===== config.mk =====
export PLATFORM = sky130hd
export DESIGN_NAME = json_number_lexer_top_flat
export DESIGN_NICKNAME = d
export VERILOG_FILES = /design/src/hw/rtl/jnl_pkg.sv /design/src/hw/rtl/jnl_if.sv /design/src/hw/rtl/jnl_step.sv /design/src/hw/rtl/json_number_lexer_top.sv /design/src/flat_wrapper.sv
export SDC_FILE = /design/constraint.sdc
export NUM_CORES = 1
export LEC_CHECK = 0
export ABC_AREA = 1
export BUFFER_PORTS_ARGS = -buffer_cell sky130_fd_sc_hd__buf_4
export CORE_ASPECT_RATIO = 1.5
export CORE_MARGIN = 2
export CORE_UTILIZATION = 35
export CTS_BUF_LIST = sky130_fd_sc_hd__clkbuf_4 sky130_fd_sc_hd__clkbuf_8
export DETAILED_ROUTE_END_ITERATION = 6
export HOLD_SLACK_MARGIN = 0.03
export PLACE_DENSITY = 0.62
export SYNTH_ARGS = -nofsm -noshare
export SYNTH_HDL_FRONTEND = slang
export SYNTH_SLANG_ARGS = --single-unit

===== constraint.sdc =====
create_clock -name clk -period 3 [get_ports clk]
set_input_delay 0.45 -clock clk [delete_from_list [all_inputs] [get_ports clk]]
set_output_delay 0.45 -clock clk [all_outputs]
set_load 0.05 [all_outputs]

===== src/hw/rtl/jnl_pkg.sv =====
`timescale 1ns / 1ps

package jnl_pkg;

	// Phase of the number being recognized.
	typedef enum logic [3:0] {
		PH_START = 4'd0,
		PH_SIGN  = 4'd1,
		PH_ZERO  = 4'd2,
		PH_INT   = 4'd3,
		PH_POINT = 4'd4,
		PH_FRAC  = 4'd5,
		PH_EMARK = 4'd6,
		PH_ESIGN = 4'd7,
		PH_EDIG  = 4'd8
	} jnl_phase_t;

	// Kind of result reported for each character transaction.
	typedef enum logic [1:0] {
		KIND_CHAR  = 2'd0,
		KIND_TERM  = 2'd1,
		KIND_END   = 2'd2,
		KIND_ERROR = 2'd3
	} jnl_kind_t;

	// Error codes reported with KIND_ERROR.
	typedef enum logic [2:0] {
		ERR_NONE   = 3'd0,
		ERR_SIGN   = 3'd1,
		ERR_DIGIT  = 3'd2,
		ERR_POINT  = 3'd3,
		ERR_EXP    = 3'd4,
		ERR_SYMBOL = 3'd5
	} jnl_err_t;

	// Characters with a role in the number grammar.
	localparam logic [7:0] CH_MINUS = 8'h2D;
	localparam logic [7:0] CH_PLUS  = 8'h2B;
	localparam logic [7:0] CH_POINT = 8'h2E;
	localparam logic [7:0] CH_LOW_E = 8'h65;
	localparam logic [7:0] CH_UP_E  = 8'h45;
	localparam logic [7:0] CH_ZERO  = 8'h30;
	localparam logic [7:0] CH_NINE  = 8'h39;

	// Payload of an input character transaction.
	typedef struct packed {
		logic [7:0] char_in;
		logic       source_end;
	} jnl_char_t;

	// Payload of a result transaction.
	typedef struct packed {
		jnl_kind_t  result_kind;
		logic [7:0] text_char;
		jnl_err_t   error_code;
	} jnl_result_t;

endpackage


===== src/hw/rtl/jnl_if.sv =====
`timescale 1ns / 1ps

// Character stream into the lexer.
interface jnl_char_if import jnl_pkg::*; ();
	logic      valid;
	logic      ready;
	jnl_char_t data;

	modport source(output valid, output data, input ready);
	modport sink(input valid, input data, output ready);
endinterface

// Result stream out of the lexer.
interface jnl_result_if import jnl_pkg::*; ();
	logic        valid;
	logic        ready;
	jnl_result_t data;

	modport source(output valid, output data, input ready);
	modport sink(input valid, input data, output ready);
endinterface


===== src/hw/rtl/jnl_step.sv =====
`timescale 1ns / 1ps

// Next phase and result for one character, given the current phase.
module jnl_step import jnl_pkg::*; (
	input  jnl_phase_t  phase,
	input  jnl_char_t   item,
	output jnl_phase_t  next_phase,
	output jnl_result_t result
);

	logic is_sign;
	logic is_digit;
	logic is_point;
	logic is_emark;
	logic complete;

	// Character classes.
	assign is_sign  = (item.char_in == CH_MINUS) || (item.char_in == CH_PLUS);
	assign is_digit = (item.char_in >= CH_ZERO) && (item.char_in <= CH_NINE);
	assign is_point = (item.char_in == CH_POINT);
	assign is_emark = (item.char_in == CH_LOW_E) || (item.char_in == CH_UP_E);
	assign complete = (phase == PH_ZERO) || (phase == PH_INT) ||
	                  (phase == PH_FRAC) || (phase == PH_EDIG);

	// Decide the transition. Every path that does not accept the character
	// returns to the start phase.
	always_comb begin
		next_phase         = PH_START;
		result.result_kind = KIND_ERROR;
		result.text_char   = '0;
		result.error_code  = ERR_NONE;
		priority if (item.source_end) begin
			result.result_kind = KIND_END;
		end else if (is_sign) begin
			if (phase == PH_START) begin
				next_phase = PH_SIGN;
			end else if (phase == PH_EMARK) begin
				next_phase = PH_ESIGN;
			end else begin
				result.error_code = ERR_SIGN;
			end
		end else if (is_digit) begin
			unique case (phase)
				PH_START, PH_SIGN: begin
					next_phase = (item.char_in == CH_ZERO) ? PH_ZERO : PH_INT;
				end
				PH_INT: next_phase = PH_INT;
				PH_POINT, PH_FRAC: next_phase = PH_FRAC;
				PH_EMARK, PH_ESIGN, PH_EDIG: next_phase = PH_EDIG;
				default: result.error_code = ERR_DIGIT;
			endcase
		end else if (is_point) begin
			if ((phase == PH_ZERO) || (phase == PH_INT)) begin
				next_phase = PH_POINT;
			end else begin
				result.error_code = ERR_POINT;
			end
		end else if (is_emark) begin
			if ((phase == PH_ZERO) || (phase == PH_INT) || (phase == PH_FRAC)) begin
				next_phase = PH_EMARK;
			end else begin
				result.error_code = ERR_EXP;
			end
		end else if (complete) begin
			result.result_kind = KIND_TERM;
		end else begin
			result.error_code = ERR_SYMBOL;
		end

		// An accepted character leaves a phase other than start and is echoed.
		if (!item.source_end && (next_phase != PH_START)) begin
			result.result_kind = KIND_CHAR;
			result.text_char   = item.char_in;
		end
	end

endmodule


===== src/hw/rtl/json_number_lexer_top.sv =====
`timescale 1ns / 1ps

// JSON number lexer.
//
// The chars channel carries one source byte per transaction, or an
// end-of-source mark. For every character transaction exactly one result
// transaction leaves on the tokens channel: the echoed character, an end by
// terminator, an end by source end, or an error with its code.
//
// A result is valid in the cycle after its character is taken. While the
// receiver is ready, one character is taken per cycle; the phase register
// is updated through a combinational decision step, and the result register
// hands off to the receiver.
//
// When the receiver stalls, the result stays in the output register and
// chars.ready drops until the result is taken; a new character is taken in
// the same cycle that the waiting result leaves.
//
// Reset clears the phase to the start phase and empties the result register.
module json_number_lexer_top import jnl_pkg::*; (
	input logic           clk,
	input logic           arst_n,
	jnl_char_if.sink      chars,
	jnl_result_if.source  tokens
);

	jnl_phase_t  phase_q;
	jnl_phase_t  next_phase;
	jnl_result_t step_result;
	logic        out_valid_q;
	jnl_result_t out_data_q;
	logic        take;

	// Ready while the result register is empty or being emptied.
	assign chars.ready = !out_valid_q || tokens.ready;
	assign take        = chars.valid && chars.ready;

	jnl_step u_step (
		.phase      (phase_q),
		.item       (chars.data),
		.next_phase (next_phase),
		.result     (step_result)
	);

	// Phase and result valid.
	always_ff @(posedge clk or negedge arst_n) begin
		if (!arst_n) begin
			phase_q     <= PH_START;
			out_valid_q <= 1'b0;
		end else begin
			if (take) begin
				phase_q <= next_phase;
			end
			if (take) begin
				out_valid_q <= 1'b1;
			end else if (tokens.ready) begin
				out_valid_q <= 1'b0;
			end
		end
	end

	// Result payload.
	always_ff @(posedge clk) begin
		if (take) begin
			out_data_q <= step_result;
		end
	end

	assign tokens.valid = out_valid_q;
	assign tokens.data  = out_data_q;

endmodule


===== src/flat_wrapper.sv =====
// flat-port wrapper written by rule: the top's interface ports become plain ports
module json_number_lexer_top_flat import jnl_pkg::*;
  (clk, arst_n, chars_valid, chars_data, chars_ready, tokens_valid, tokens_data, tokens_ready);
  jnl_char_if chars_i ();
  jnl_result_if tokens_i ();
  input logic clk;
  input logic arst_n;
  input wire logic [$bits(chars_i.valid)-1:0] chars_valid;
  input wire logic [$bits(chars_i.data)-1:0] chars_data;
  output wire logic [$bits(chars_i.ready)-1:0] chars_ready;
  output wire logic [$bits(tokens_i.valid)-1:0] tokens_valid;
  output wire logic [$bits(tokens_i.data)-1:0] tokens_data;
  input wire logic [$bits(tokens_i.ready)-1:0] tokens_ready;
  assign chars_i.valid = chars_valid;
  assign chars_i.data = chars_data;
  assign chars_ready = chars_i.ready;
  assign tokens_valid = tokens_i.valid;
  assign tokens_data = tokens_i.data;
  assign tokens_i.ready = tokens_ready;
  json_number_lexer_top u_core (.clk(clk), .arst_n(arst_n), .chars(chars_i), .tokens(tokens_i));
endmodule

# Word level (Yosys, flattened, before mapping)
# Cells that the tools add are included.
[totals]
ram_bits = 0
memories = 0
romBits = 0
latchBits = 0
ff_bits = 18
[op_classes]
n_reduce_logical = 19
n_bitwise = 0
n_lt_le_gt_ge = 2
n_mul = 0
add_sub_neg = 0
n_mux = 29
eq_ne = 14
n_shift = 0
div = 0
[op_table]
columns = ["cell", "count"]
rows = [
  ["$mux 3", 11],
  ["$eq 8x6->1 const B", 4],
  ["$eq 4x3->1 const B", 4],
  ["$eq 8x7->1 const B", 2],
  ["$mux 2", 8],
  ["$mux 4", 4],
  ["$pmux 4 s4", 1],
  ["$eq 4x2->1 const B", 2],
  ["$ge 8x6->1 const B", 1],
  ["$le 8x6->1 const B", 1],
  ["$reduce_or 8->1", 1],
  ["$logic_or 1x1->1", 6],
  ["$reduce_or 2->1", 3],
  ["$mux 1", 5],
  ["$eq 4x1->1 const B", 1],
  ["$eq 4x4->1 const B", 1],
  ["$logic_not 4->1", 1],
  ["$reduce_bool 4->1", 1],
  ["$logic_and 1x1->1", 3],
  ["$reduce_or 3->1", 1],
  ["$logic_not 1->1", 2],
  ["$reduce_bool 2->1", 1],
]

# Depth between registers and ports, before layout
[logic_depth]
word_depth = 12
ltp_mapped = 12
depth_no_buf = 12

# By module
# From an unflattened synthesis, not the netlist that was laid out.
[hier_totals]
cells_unflattened = 167
hier_area_um2 = 1224.9
[by_module_without_submodules]
columns = ["mod", "seq_area_each_um2", "cells_each", "area_per_inst_um2", "n_inst"]
rows = [
  ["jnl_step", 0.0, 132, 625.6, 1],
  ["json_number_lexer_top", 515.5, 35, 599.3, 1],
]

# Worst setup path before layout
# No wires, ideal clock.
[synth_path]
path_kind = "flip-flop to flip-flop"
from = "reg u_core.out_valid_q, in the netlist u_core.tokens.valid"
to = "reg u_core.out_data_q (netlist bit u_core.tokens.data[0]) (enable)"
period_less_slack_ps = 1977
path_stages_with_launch = 4
setup_ps = 353
path_buffers = 0
t_arrival_ps = 1624
path_slack_ps = 1023
required_ps = 2647
cell_sequence = "dfrtp_1 nand2_1 nand2_1 inv_1"
[synth_between]
elab_chain_len = 3
[synth_rtl]
columns = ["item", "line_no", "rtl"]
rows = [
  ["start, declared", "json_number_lexer_top.sv:30", "logic out_valid_q;"],
  ["start signal, assigned", "json_number_lexer_top.sv:49", "out_valid_q <= 1'b0;"],
  ["start signal, assigned", "json_number_lexer_top.sv:55", "out_valid_q <= 1'b1;"],
  ["start signal, assigned", "json_number_lexer_top.sv:57", "out_valid_q <= 1'b0;"],
  ["$logic_not 1->1", "json_number_lexer_top.sv:35", "assign chars.ready = !out_valid_q || tokens.ready;"],
  ["$logic_or 1x1->1", "json_number_lexer_top.sv:35", ""],
  ["named net chars_ready", "flat_wrapper.sv:10", "output wire logic [$bits(chars_i.ready)-1:0] chars_ready;"],
  ["$logic_and 1x1->1", "json_number_lexer_top.sv:36", "assign take = chars.valid && chars.ready;"],
  ["named net u_core.take", "json_number_lexer_top.sv:32", "logic take;"],
  ["end signal, assigned", "json_number_lexer_top.sv:65", "out_data_q <= step_result;"],
  ["end, declared", "json_number_lexer_top.sv:31", "jnl_result_t out_data_q;"],
]
# The timed path passes the listed nets, and every way through them passes these cells.
# A chain may end at the register's enable or synchronous reset.

# Worst setup path in the final report
[layout_path]
from = "reg u_core.phase_q[3]"
to = "reg u_core.out_data_q (netlist bit u_core.tokens.data[7]) (data pin)"
[layout_between]
elab_chain_len = 11
word_cells_on_any_way = 26
[layout_rtl]
columns = ["item", "line_no", "rtl"]
rows = [
  ["start, declared", "json_number_lexer_top.sv:27", "jnl_phase_t phase_q;"],
  ["start signal, assigned", "json_number_lexer_top.sv:52", "phase_q <= next_phase;"],
  ["$eq 4x2->1 (on tied branches)", "jnl_step.sv:53, jnl_step.sv:59, jnl_step.sv:43", ""],
  ["$logic_or 1x1->1", "jnl_step.sv:53, jnl_step.sv:59", ""],
  ["$logic_or 1x1->1", "jnl_step.sv:59", "if ((phase == PH_ZERO) || (phase == PH_INT) || (phase == PH_FRAC)) begin"],
  ["$mux 3", "jnl_step.sv:59", ""],
  ["$mux 3", "jnl_step.sv:58", "end else if (is_emark) begin"],
  ["$mux 4", "jnl_step.sv:52", "end else if (is_point) begin"],
  ["$mux 4", "jnl_step.sv:42", "end else if (is_digit) begin"],
  ["$mux 4 *", "jnl_step.sv:34", "end else if (is_sign) begin"],
  ["$mux 4 *", "jnl_step.sv:32", "priority if (item.source_end) begin"],
  ["$reduce_bool 4->1 *", "jnl_step.sv:71", "if (!item.source_end && (next_phase != PH_START)) begin"],
  ["$logic_and 1x1->1 *", "jnl_step.sv:71", ""],
]
# Mark *: on every way between the ends. The rest lies on a longest branch, timed or not.

==> results.yml <==
worst_setup_path:
  crit_top_cell: "nand2_1"
  rr_endpoint: "u_core.tokens.data[7]$_SDFFCE_PN0P_"
  max_stage_delay_ps: 470
  startpoint: "u_core.phase_q[3]$_DFFE_PN0P_"
  crit_type: "reg2reg"
  cp_max_fo: 7
  path_cells: "nor2_2 > nand2_2 > nand2_1 > nand2_1 > nand2_1 > nand2_1 > nand2_1 > nand2_2 > nand3_4 > nor2_4 > nor2_1"
  crit_required_ps: 3000
  reg2reg_depth: 11
  cp-end-kind: "flop"
  slowest_stage: "dfrtp_1"
  crit_arrival_ps: 1660
  rrSetupSlack_ps: 1340
  r2r-start: "u_core.phase_q[3]$_DFFE_PN0P_"
  startpoint_type: "flop"
clocking:
  root_buffer: "clkbuf_8"
  hold_buffers: 1
  htreeDepth: 1
  clk_pin_slew_worst_paths_ps: 70
  cts_setup_buffers: 0
  cts_resized: 0
  clk-insertion-delay-late_ps: 250
  numCtsBuffers: 3
  cts_sinks: 18
  cts_buffer_depth: 2
  cts_tree: "yes"
final_layout:
  multiInputGateArea_um2: 501.7
  final_cell_mix: "40 x nand2_1, 29 x nor2_1, 27 x buf_4, 19 x inv_1, 13 x edfxtp_1"
  antenna_cells: 0
  nFillCells: 305
  area_growth_pct: 27.97
  mostFrequentLayoutCell: "nand2_1"
  regArea_um2: 515.5
  drive_above_1_share_pct: 24.29
  finalNetCount: 191
status:
  status: "completed"
worst_hold_path:
  hp-start: "tokens_ready"
  hold_path_depth: 4
  hp-class: "in2reg"
  hold_end: "u_core.tokens.valid$_DFFE_PN0P_"
yosys:
  synthSimpleGateAreaFrac_pct: 39.27
  synth_top_family_by_area: "simple AND/OR/NAND/NOR gates"
  synth_xor_area_share_pct: 0
  synthesis.area_um2: 1096
  synth_seq_area_share_pct: 47.03
  synth_seq_cells: 18
  syn_avg_cell_area_um2: 7.559
  synthMuxAreaShare_pct: 0
  yosysUniqueCellTypes: 21
  synthCells: 145
  synth_compound_area_share_pct: 6.164
  synthesis.nets: 158
  synth-adder-area-share_pct: 0
  synth_warnings: 0
run:
  max_cap_violations: 0
global_route:
  grt_pass1_wl_um: 3912
  grt_max_degree: 15
  track_usage_pct: 14.14
  grt_pass1_vias: 932
  overflow: 0
  antenna_found_initial: 0
die:
  die_h_um: 72.54
  initial_utilization_pct: 37.24
  die_x_um: 49.69
  ioPinCount: 28
  core_um2: 2943
  die-area_um2: 3604
  rows: 24
route:
  vias: 981
  drt_iter0_markers: 25
  firstDrtPassIters: 4
  wl_per_cell_um: 10.46
  drt-total-wl_um: 2259
  antenna_left: 0
  via_per_inst: 4.542
  drc_errors: 0
power:
  power_density_nw_per_um2: 429.4
  leakage_uw: 0.0006910
  p_total_uw: 602.2
  vdd_ir_drop_max_v: 0.0002442
  p_int_uw: 419.7
  p_sw_uw: 182.5
  clkPwrFrac_pct: 27.7
  p_seq_share_pct: 48.2
  pwr-share-comb_pct: 24.1
  switching_share_pct: 30.30
placement:
  gp_congestion: 0.9076
  io_buffers: 27
  dp_hpwl_um: 1903
timing:
  grt_setup_unrepaired: "no"
  maxSlewViolCount: 0
  fmax_ghz: 0.6041
  slew_headroom_pct: 62.90
  finalSetupTns_ps: 0
  min_period_ps: 1655
  setup_viol: 0
  post-route-period-util_pct: 55.18
  finalHoldViolCount: 0
  worstMarginPinSlew_ps: 555.9
  fin_skew_ps: 2.941
==> synthesized netlist by cell type, drive strengths merged <==
master	n	area share, %
a21boi	1	0.69
o21ai	5	2.3
dfrtp	5	11
inv	20	6.8
nand3	13	7.1
a21oi	2	1.9
and2	1	0.57
edfxtp	13	36
o211ai	1	0.69
clkinv	1	0.34
conb	1	0.34
nand2	45	17
nor2	34	14
a31oi	1	0.57
nor3	2	0.91
==> per-layer routing <==
metal	up-vias	routed length (um)	global-route usage [%]
met5	-	0	0
met4	0	63	6.173
met3	8	104	2.058
met2	31	1270	28.00
met1	421	820	14.19
li1	521	-	-
==> layout make-up <==
cell class | count | share of cell area (%)
multi-input combinational | 106 | 35.77
timing repair buffer | 28 | 15.16
clock buffer | 3 | 2.944
inverter | 21 | 5.620
tap | 39 | 3.479
sequential | 18 | 36.75
clock inverter | 1 | 0.2676
==> flip-flops by register name, indices dropped and copies added (netlist names) <==
register             cells
u_core.tokens.valid      1
u_core.tokens.data      13
u_core.phase_q           4
==> critical path, delay by kind of cell, from the launching register on <==
kind             cells  cell delay [ps]
DFF                  1              470
and+or+nand+nor     11              930
==> through the flow <==
step	instance area, um^2	hold WS [ps]	cells	utilization (%)	worst slack, ps
detailed placement	1348	254.6	211	45.79	1077
finish	1403	481.9	216	47.66	1345
global route	1403	503.1	216	47.66	1148
floorplan	1096	154.4	145	-	1023
global placement	1348	253.3	211	45.79	1096
CTS	1403	485.1	216	47.66	1331
==> worst max-delay path by stage <==
stage / to / slack, ps
final: u_core.tokens.data[7]$_SDFFCE_PN0P_ / 1340
after global routing: u_core.tokens.data[4]$_SDFFCE_PN0P_ / 1150
after CTS: u_core.tokens.data[4]$_SDFFCE_PN0P_ / 1330
after detailed placement: u_core.tokens.data[4]$_SDFFCE_PN0P_ / 1080
after global placement: u_core.tokens.data[8]$_SDFFCE_PN0P_ / 1100
after floorplan: u_core.tokens.data[0]$_SDFFCE_PP0P_ / 1020
==> logic make-up after synthesis <==
family	after synthesis
AOI/OAI and AO/OA	10
buffers and inverters	21
DFF	18
other	1
and+or+nand+nor	95
==> power by group through the flow <==
stage / registers, uW / logic [uW] / clock network (uW)
6_report: 290 / 145 / 167
5_1_grt: 292 / 160 / 179
4_1_cts: 290 / 147 / 171
3_5_place_dp: 295 / 146 / 0
3_3_place_gp: 295 / 144 / 0
2_1_floorplan: 337 / 56.1 / 0
(Power assumes the default switching activity.)
